[src/hw/rtl/act_pkg.sv]
package act_pkg;

	typedef enum logic [3:0] {
		TK_NEWLINE      = 4'd0,
		TK_COMMA        = 4'd1,
		TK_REGISTER     = 4'd2,
		TK_ADDRESS      = 4'd3,
		TK_LABEL        = 4'd4,
		TK_MNEMONIC     = 4'd5,
		TK_BAD_MNEMONIC = 4'd6,
		TK_BAD_SYMBOL   = 4'd7,
		TK_BAD_REG_NUM  = 4'd8,
		TK_REG_LETTER   = 4'd9,
		TK_ADDR_LARGE   = 4'd10,
		TK_ADDR_LETTER  = 4'd11,
		TK_DONE         = 4'd12
	} token_kind_t;

	typedef struct packed {
		logic [15:0] line;
		logic [7:0]  label_length;
		logic [9:0]  number;
		logic [3:0]  opcode;
		token_kind_t kind;
	} token_t;

	localparam int TOKEN_BITS = $bits(token_t);
	localparam int TDATA_OUT_BITS = ((TOKEN_BITS + 7) / 8) * 8;

	localparam logic [1:0] CFG_LINE_START     = 2'd0;
	localparam logic [1:0] CFG_ADDRESS_LIMIT  = 2'd1;
	localparam logic [1:0] CFG_REGISTER_LIMIT = 2'd2;

	localparam logic [3:0] NO_OP = 4'd15;
	localparam int         MNEM_COUNT = 15;

	localparam logic [31:0] MNEM_NAME [MNEM_COUNT] = '{
		"HALT", "ADD", "SUB", "AND", "XOR", "NOT", "JMP", "CMP",
		"MOV", "ASL", "ASR", "LSL", "LSR", "LOAD", "SAVE"
	};

	localparam logic [2:0] MNEM_LEN [MNEM_COUNT] = '{
		3'd4, 3'd3, 3'd3, 3'd3, 3'd3, 3'd3, 3'd3, 3'd3,
		3'd3, 3'd3, 3'd3, 3'd3, 3'd3, 3'd4, 3'd4
	};

	function automatic logic [3:0] find_opcode(input logic [31:0] name,
			input logic [2:0] len);
		logic [3:0] op;
		op = NO_OP;
		for (int i = 0; i < MNEM_COUNT; i++) begin
			if (MNEM_LEN[i] == len && MNEM_NAME[i] == name) begin
				op = 4'(i);
			end
		end
		return op;
	endfunction

endpackage

[src/hw/rtl/assembly_char_tokenizer_core.sv]
// Assembly character tokenizer. Each input transaction carries one source character in
// s_axis_tdata, with s_axis_tlast set on the last character of the source. Each output
// transaction carries one token; m_axis_tlast marks the last token caused by a character.
// A character's tokens (zero to three) go into a three-entry result buffer that drains one
// token per cycle while m_axis_tready is high, so the block runs at one character per cycle
// while each character yields at most one token and the result side stays ready, and a
// character that yields two or three tokens holds off the next character until only one of
// its tokens is left in the buffer. The configuration channel is always ready; writing
// line_start also reloads the line counter.
module assembly_char_tokenizer_core #(
	parameter int LINE_BITS   = 16,
	parameter int NUMBER_BITS = 10
) (
	input  logic                                clk,
	input  logic                                arst_n,
	input  logic                                s_axis_tvalid,
	output logic                                s_axis_tready,
	input  logic [7:0]                          s_axis_tdata,  // char_in
	input  logic                                s_axis_tlast,  // end_of_file
	output logic                                m_axis_tvalid,
	input  logic                                m_axis_tready,
	// token_kind[3:0], opcode[7:4], number[17:8], label_length[25:18], line[41:26]
	output logic [act_pkg::TDATA_OUT_BITS-1:0]  m_axis_tdata,
	output logic                                m_axis_tlast,  // last_of_run
	input  logic                                cfg_valid,
	output logic                                cfg_ready,
	input  logic [1:0]                          cfg_index,
	input  logic [15:0]                         cfg_data
);

	typedef enum logic [4:0] {
		MODE_IDLE  = 5'b00001,
		MODE_REG   = 5'b00010,
		MODE_ADDR  = 5'b00100,
		MODE_OP    = 5'b01000,
		MODE_LABEL = 5'b10000
	} lex_mode_t;

	localparam logic [7:0] CH_NEWLINE = 8'h0A;
	localparam logic [7:0] CH_R       = 8'h52;
	localparam logic [7:0] CH_COMMA   = 8'h2C;
	localparam logic [7:0] CH_DOT     = 8'h2E;
	localparam logic [7:0] CH_ZERO    = 8'h30;

	logic [9:0]             address_limit_q;
	logic [3:0]             register_limit_q;

	lex_mode_t              mode_q, mode_d;
	logic [31:0]            mbuf_q, mbuf_d;
	logic [2:0]             mcnt_q, mcnt_d;
	logic [NUMBER_BITS-1:0] acc_q, acc_d;
	logic                   digit_seen_q, digit_seen_d;
	logic                   letter_err_q, letter_err_d;
	logic [7:0]             label_cnt_q, label_cnt_d;
	logic [LINE_BITS-1:0]   line_q, line_d;

	act_pkg::token_t        out_q [3];
	logic [2:0]             last_q;
	logic [1:0]             cnt_q;

	act_pkg::token_t        cand [3];
	logic [2:0]             cand_v;
	act_pkg::token_t        new_tok [3];
	logic [2:0]             new_last;
	logic [1:0]             new_n;

	logic                   s_fire, m_fire, cfg_fire;
	logic [7:0]             c;
	logic                   eof, is_dig, is_alp, is_spc, redo;
	logic [3:0]             digit;
	logic [3:0]             op;

	function automatic logic [NUMBER_BITS-1:0] acc_digit(input logic [NUMBER_BITS-1:0] a,
			input logic [3:0] d);
		logic [NUMBER_BITS+3:0] v;
		v = {1'b0, a, 3'b000} + {3'b000, a, 1'b0} + (NUMBER_BITS+4)'(d);
		if (v > (NUMBER_BITS+4)'({NUMBER_BITS{1'b1}})) begin
			return '1;
		end
		return v[NUMBER_BITS-1:0];
	endfunction

	function automatic logic [9:0] sat_number(input logic [NUMBER_BITS-1:0] a);
		if (a > NUMBER_BITS'(10'h3FF)) begin
			return 10'h3FF;
		end
		return a[9:0];
	endfunction

	function automatic act_pkg::token_t make_token(input act_pkg::token_kind_t kind,
			input logic [3:0] opc, input logic [9:0] num, input logic [7:0] lab,
			input logic [LINE_BITS-1:0] ln);
		act_pkg::token_t t;
		t.kind         = kind;
		t.opcode       = opc;
		t.number       = num;
		t.label_length = lab;
		t.line         = 16'(ln);
		return t;
	endfunction

	assign c      = s_axis_tdata;
	assign eof    = s_axis_tlast;
	assign is_dig = (c >= 8'h30) && (c <= 8'h39);
	assign is_alp = ((c >= 8'h61) && (c <= 8'h7A)) || ((c >= 8'h41) && (c <= 8'h5A));
	assign is_spc = (c == 8'h20) || ((c >= 8'h09) && (c <= 8'h0D));
	assign digit  = 4'(c - CH_ZERO);
	assign op     = act_pkg::find_opcode(mbuf_q, mcnt_q);

	assign s_axis_tready = (cnt_q == 2'd0) || ((cnt_q == 2'd1) && m_axis_tready);
	assign s_fire        = s_axis_tvalid && s_axis_tready;
	assign m_axis_tvalid = (cnt_q != 2'd0);
	assign m_fire        = m_axis_tvalid && m_axis_tready;
	assign m_axis_tdata  = act_pkg::TDATA_OUT_BITS'(out_q[0]);
	assign m_axis_tlast  = last_q[0];
	assign cfg_ready     = 1'b1;
	assign cfg_fire      = cfg_valid && cfg_ready;

	always_comb begin
		mode_d       = mode_q;
		mbuf_d       = mbuf_q;
		mcnt_d       = mcnt_q;
		acc_d        = acc_q;
		digit_seen_d = digit_seen_q;
		letter_err_d = letter_err_q;
		label_cnt_d  = label_cnt_q;
		line_d       = line_q;
		cand_v       = '0;
		redo         = 1'b0;
		for (int i = 0; i < 3; i++) begin
			cand[i] = '0;
		end

		unique case (mode_q)
			MODE_REG: begin
				if (is_dig) begin
					acc_d        = acc_digit(acc_q, digit);
					digit_seen_d = 1'b1;
				end else if (is_alp) begin
					letter_err_d = 1'b1;
				end else begin
					cand_v[0] = 1'b1;
					priority if (letter_err_q) begin
						cand[0] = make_token(act_pkg::TK_REG_LETTER, act_pkg::NO_OP,
							sat_number(acc_q), 8'd0, line_q);
					end else if (!digit_seen_q ||
							acc_q > NUMBER_BITS'(register_limit_q)) begin
						cand[0] = make_token(act_pkg::TK_BAD_REG_NUM, act_pkg::NO_OP,
							sat_number(acc_q), 8'd0, line_q);
					end else begin
						cand[0] = make_token(act_pkg::TK_REGISTER, act_pkg::NO_OP,
							sat_number(acc_q), 8'd0, line_q);
					end
					mode_d = MODE_IDLE;
					redo   = 1'b1;
				end
			end
			MODE_ADDR: begin
				if (is_dig) begin
					if (!letter_err_q) begin
						acc_d = acc_digit(acc_q, digit);
					end
				end else if (is_alp) begin
					letter_err_d = 1'b1;
				end else begin
					cand_v[0] = 1'b1;
					priority if (acc_q > NUMBER_BITS'(address_limit_q)) begin
						cand[0] = make_token(act_pkg::TK_ADDR_LARGE, act_pkg::NO_OP,
							sat_number(acc_q), 8'd0, line_q);
					end else if (letter_err_q) begin
						cand[0] = make_token(act_pkg::TK_ADDR_LETTER, act_pkg::NO_OP,
							sat_number(acc_q), 8'd0, line_q);
					end else begin
						cand[0] = make_token(act_pkg::TK_ADDRESS, act_pkg::NO_OP,
							sat_number(acc_q), 8'd0, line_q);
					end
					mode_d = MODE_IDLE;
					redo   = 1'b1;
				end
			end
			MODE_OP: begin
				if (is_dig || is_alp) begin
					if (mcnt_q < 3'd4) begin
						mbuf_d = {mbuf_q[23:0], c};
						mcnt_d = mcnt_q + 3'd1;
					end else begin
						mcnt_d = 3'd5;
					end
				end else begin
					cand_v[0] = 1'b1;
					cand[0] = make_token((op == act_pkg::NO_OP) ? act_pkg::TK_BAD_MNEMONIC :
						act_pkg::TK_MNEMONIC, op, 10'd0, 8'd0, line_q);
					mode_d = MODE_IDLE;
					redo   = 1'b1;
				end
			end
			MODE_LABEL: begin
				if (is_dig || is_alp) begin
					if (label_cnt_q != 8'hFF) begin
						label_cnt_d = label_cnt_q + 8'd1;
					end
				end else begin
					cand_v[0] = 1'b1;
					cand[0] = make_token(act_pkg::TK_LABEL, act_pkg::NO_OP, 10'd0,
						label_cnt_q, line_q);
					mode_d = MODE_IDLE;
					if (!eof) begin
						line_d = line_q - LINE_BITS'(1);
						redo   = 1'b1;
					end
				end
			end
			default: begin
				redo = 1'b1;
			end
		endcase

		if (redo) begin
			mode_d = MODE_IDLE;
			priority if (c == CH_NEWLINE) begin
				cand_v[1] = 1'b1;
				cand[1] = make_token(act_pkg::TK_NEWLINE, act_pkg::NO_OP, 10'd0, 8'd0,
					line_d);
				line_d = line_d + LINE_BITS'(1);
			end else if (is_spc) begin
				mode_d = MODE_IDLE;
			end else if (is_alp && c != CH_R) begin
				mode_d = MODE_OP;
				mbuf_d = {24'd0, c};
				mcnt_d = 3'd1;
			end else if (c == CH_R) begin
				mode_d       = MODE_REG;
				acc_d        = '0;
				digit_seen_d = 1'b0;
				letter_err_d = 1'b0;
			end else if (is_dig) begin
				mode_d       = MODE_ADDR;
				acc_d        = NUMBER_BITS'(digit);
				letter_err_d = 1'b0;
			end else if (c == CH_COMMA) begin
				cand_v[1] = 1'b1;
				cand[1] = make_token(act_pkg::TK_COMMA, act_pkg::NO_OP, 10'd0, 8'd0, line_d);
			end else if (c == CH_DOT) begin
				mode_d      = MODE_LABEL;
				label_cnt_d = 8'd1;
			end else begin
				cand_v[1] = 1'b1;
				cand[1] = make_token(act_pkg::TK_BAD_SYMBOL, act_pkg::NO_OP, 10'd0, 8'd0,
					line_d);
			end
		end

		if (eof) begin
			mode_d       = MODE_IDLE;
			mbuf_d       = '0;
			mcnt_d       = '0;
			acc_d        = '0;
			digit_seen_d = 1'b0;
			letter_err_d = 1'b0;
			label_cnt_d  = '0;
			cand_v[2]    = 1'b1;
			cand[2] = make_token(act_pkg::TK_DONE, act_pkg::NO_OP, 10'd0, 8'd0, line_d);
		end
	end

	always_comb begin
		new_n    = '0;
		new_last = '0;
		for (int i = 0; i < 3; i++) begin
			new_tok[i] = '0;
		end
		for (int i = 0; i < 3; i++) begin
			if (cand_v[i]) begin
				new_tok[new_n] = cand[i];
				new_n = new_n + 2'd1;
			end
		end
		if (new_n != 2'd0) begin
			new_last[new_n - 2'd1] = 1'b1;
		end
	end

	always_ff @(posedge clk or negedge arst_n) begin
		if (!arst_n) begin
			address_limit_q  <= 10'd512;
			register_limit_q <= 4'd7;
			mode_q           <= MODE_IDLE;
			mbuf_q           <= '0;
			mcnt_q           <= '0;
			acc_q            <= '0;
			digit_seen_q     <= 1'b0;
			letter_err_q     <= 1'b0;
			label_cnt_q      <= '0;
			line_q           <= LINE_BITS'(1);
			cnt_q            <= '0;
		end else begin
			if (s_fire) begin
				mode_q       <= mode_d;
				mbuf_q       <= mbuf_d;
				mcnt_q       <= mcnt_d;
				acc_q        <= acc_d;
				digit_seen_q <= digit_seen_d;
				letter_err_q <= letter_err_d;
				label_cnt_q  <= label_cnt_d;
				cnt_q        <= new_n;
			end else if (m_fire) begin
				cnt_q <= cnt_q - 2'd1;
			end
			if (cfg_fire && (cfg_index == act_pkg::CFG_LINE_START)) begin
				line_q <= LINE_BITS'(cfg_data);
			end else if (s_fire) begin
				line_q <= line_d;
			end
			if (cfg_fire && (cfg_index == act_pkg::CFG_ADDRESS_LIMIT)) begin
				address_limit_q <= cfg_data[9:0];
			end
			if (cfg_fire && (cfg_index == act_pkg::CFG_REGISTER_LIMIT)) begin
				register_limit_q <= cfg_data[3:0];
			end
		end
	end

	always_ff @(posedge clk) begin
		if (s_fire) begin
			out_q  <= new_tok;
			last_q <= new_last;
		end else if (m_fire) begin
			out_q[0]  <= out_q[1];
			out_q[1]  <= out_q[2];
			last_q[0] <= last_q[1];
			last_q[1] <= last_q[2];
		end
	end

endmodule
[config.mk]
export PLATFORM = sky130hd
export DESIGN_NAME = assembly_char_tokenizer_core
export DESIGN_NICKNAME = d
export VERILOG_FILES = /design/src/hw/rtl/act_pkg.sv /design/src/hw/rtl/assembly_char_tokenizer_core.sv
export SDC_FILE = /design/constraint.sdc
export NUM_CORES = 1
export LEC_CHECK = 0
export BUFFER_PORTS_ARGS = -buffer_cell sky130_fd_sc_hd__buf_2
export CAP_MARGIN = 0
export CORE_ASPECT_RATIO = 1.4
export CORE_MARGIN = 2
export CORE_UTILIZATION = 30
export DETAILED_ROUTE_END_ITERATION = 6
export PLACE_DENSITY_LB_ADDON = 0.12
export SLEW_MARGIN = 5
export SYNTH_ARGS = -nofsm -noshare
export SYNTH_HDL_FRONTEND = slang
export SYNTH_SLANG_ARGS = --single-unit
export TNS_END_PERCENT = 100
[constraint.sdc]
create_clock -name clk -period 5.4 [get_ports clk]
set_input_delay 0.54 -clock clk [delete_from_list [all_inputs] [get_ports clk]]
set_output_delay 0.54 -clock clk [all_outputs]
set_load 0.03 [all_outputs]
==> run metrics <==
outcome=completed; grt ovf=0; TNS Setup=0 ns; Peak Freq=0.2341 GHz; Hold-fix buffers, CTS=0; post-route ant nets=0; Final #Nets=1238; Final Cell Area=0.01208 mm2; Worst Hold Class=in2async; critical path class=reg2reg; synth unique cells=82; clk buf depth=2; Inserted Diodes=0; Starting Density=0.3053; max-cap viol count=0; Worst-Skew Late Latency=0.45 ns; area leader, netlist=edfxtp_1; crit-path max FO=11; Least-Margin Pin Slew=1.030 ns; CTS tree=built; sequential fraction of the synthesis area=0.4381; routed len/inst=20.54 um; Core Box Area=0.03591 mm2; Num CTS Buffers=17; CP Data Arrival Time=4.47 ns; port bufs=76; WL final=33600 um; setup slack after layout=1.128 ns; Period Utilization, post-route=0.7911; overall routing resource usage=0.1814; I/O pins=84; hpwl dp=24860 um; initial antenna violation count=0; Tmin final=4.272 ns; ys flop type=dfrtp_1; CTS root buf=clkbuf_16; post-synthesis instance total=1153; fin. max-slew vios=0; Die X=165.6 um; gpl congestion=0.8878; FF+latch count, synth=175; power per cell area=429.8 mW/mm2; setup bufs post-CTS=0; Synth top area share=0.2274; CTS H-tree depth=4; syn avg cell area=9.507 um2; worst vdd ir=0.5238 mV; # rows=82; critical path startpoint category=flip-flop; DR DRC count=0; Crit. End Element=flip-flop; RSZ-0062 raised after global routing=no; clock sink total=175; Area contributors post-synth=edfxtp_1, dfrtp_1, ha_1, nand2_1, o21ai_0; area grow syn2layout=10.17%; clock-pin slew on the worst setup and hold paths=0.07 ns; Post-synth EDFFs=83; Hold Fails Final Rpt=0; dpl ws=0.7155 ns; most common cell after layout, fill and taps aside=nand2_1; PostCTS Resize Cnt=0; Setup Viol. Count Final=0; vias in the first global route=8910; Reg2Reg Depth=11; routed vias=8875; Slew HR=0.3109; Critical path origin=mode_q[3]; Vias/cell=5.425; asr flop ratio synth=0.5257; LEAKAGE=4.803 nW; clock skew=0.006943 ns; WP data required=5.60 ns; DR pass1 iterations=5; Pwr Total=5.190 mW; Iteration-0 DRC Markers=617; first-pass GRT wire length=52720 um; warnings from Yosys=0; largest net degree at the start of global routing=71; worst r2r src=mode_q[3]; layout cell share with drive strength beyond 1=0.1422; Die Area=0.03811 mm2; Mapped Area=0.01096 mm2; die height=230.2 um; Placed Area=0.01148 mm2; commonest non-fill, non-tap cells in the layout=nand2_1, nor2_1, dfrtp_1
[cell type report]
class / instances / area (um2)
Timing Repair Buffer: 89 / 480.5
Clock inverter: 7 / 72.57
Tap cell: 462 / 578.1
Sequential cell: 175 / 4802
Fill cell: 3777 / 23830
Clock buffer: 25 / 526.8
Multi-Input combinational cell: 842 / 5482
Inverter: 36 / 135.1
[synth_stat cells, drive strengths merged (5+ instances only)]
cell type	number
nand4b	9
o31ai	5
nand2b	8
nand3b	8
ha	43
nor4	20
a221oi	7
a211oi	5
a22oi	12
o221ai	8
a221o	8
and2	30
inv	35
nor3b	7
o21a	14
dfstp	6
mux2	15
dfrtp	86
xor2	17
o22ai	5
nand4	12
nor3	25
a21o	6
or3	8
o2111ai	6
or2	5
a31oi	10
a22o	28
nand3	32
nor2b	14
nor4b	10
mux2i	5
clkbuf	46
o211ai	11
o21ai	87
a21oi	67
xnor2	25
nor2	98
edfxtp	83
buf	59
or4	5
nand2	115
[final timing paths]
path,endpoint,slack [ns]
worst max-delay path,out_q[76],1.13
worst min-delay path,mbuf_q[22],0.1
worst max register to register,out_q[76],1.13
worst min register to register,label_cnt_q[5],0.50
max in group asynchronous,line_q[12],4.22
min in group clk,line_q[15],0.30
[metrics by stage]
step | cells | utilization | hold slack (ns)
6_report | 1636 | 0.3363 | 0.09653
5_1_grt | 1636 | 0.3363 | 0.1509
4_1_cts | 1636 | 0.3363 | 0.1152
3_5_place_dp | 1604 | 0.3196 | 0.4923
3_3_place_gp | 1604 | 0.3196 | 0.4841
2_1_floorplan | 1158 | - | 0.2444
[flip-flops by register name, indices dropped and copies added, names as in the netlist]
signal	cells
m_axis_tdata	42
mcnt_q	3
label_cnt_q	8
mbuf_q	32
cnt_q	2
line_q	16
last_q	3
address_limit_q	10
out_q	38
register_limit_q	4
digit_seen_q	1
acc_q	10
letter_err_q	1
mode_q	5
[power by group]
group | switching (mW) | leakage, nW | internal [mW]
combinational | 1.26 | 2.49 | 0.555
clock | 0.543 | 0.299 | 0.726
sequential | 0.288 | 2.02 | 1.82
total | 2.09 | 4.80 | 3.10
[worst max-delay path, stage by stage (launching register included)]
cell	delay (ns)
dfrtp_1	0.51
nor3b_2	0.42
nand3_1	0.32
a221o_1	0.42
nand2_1	0.17
and2_1	0.31
inv_1	0.24
ha_1	0.45
and2_1	0.32
or3_1	0.49
nor2b_1	0.09
a221o_1	0.27
[metal layers]
metal / vias up / GRT usage / part of all wire
li1: 4222 / - / -
met1: 4378 / 0.2225 / 0.42
met2: 220 / 0.3148 / 0.51
met3: 55 / 0.02507 / 0.032
met4: 0 / 0.07651 / 0.033
met5: - / 0 / 0
[logic make-up after synthesis]
family	after synthesis	share of synthesized area
compound gates	309	0.1918
xor+xnor	42	0.03424
fa+ha+maj	45	0.05273
buf+inv	141	0.06609
flops	175	0.4381
mux	20	0.01997
other cells	2	0.0006851
simple gates	419	0.1964
(Power assumes the default switching activity.)
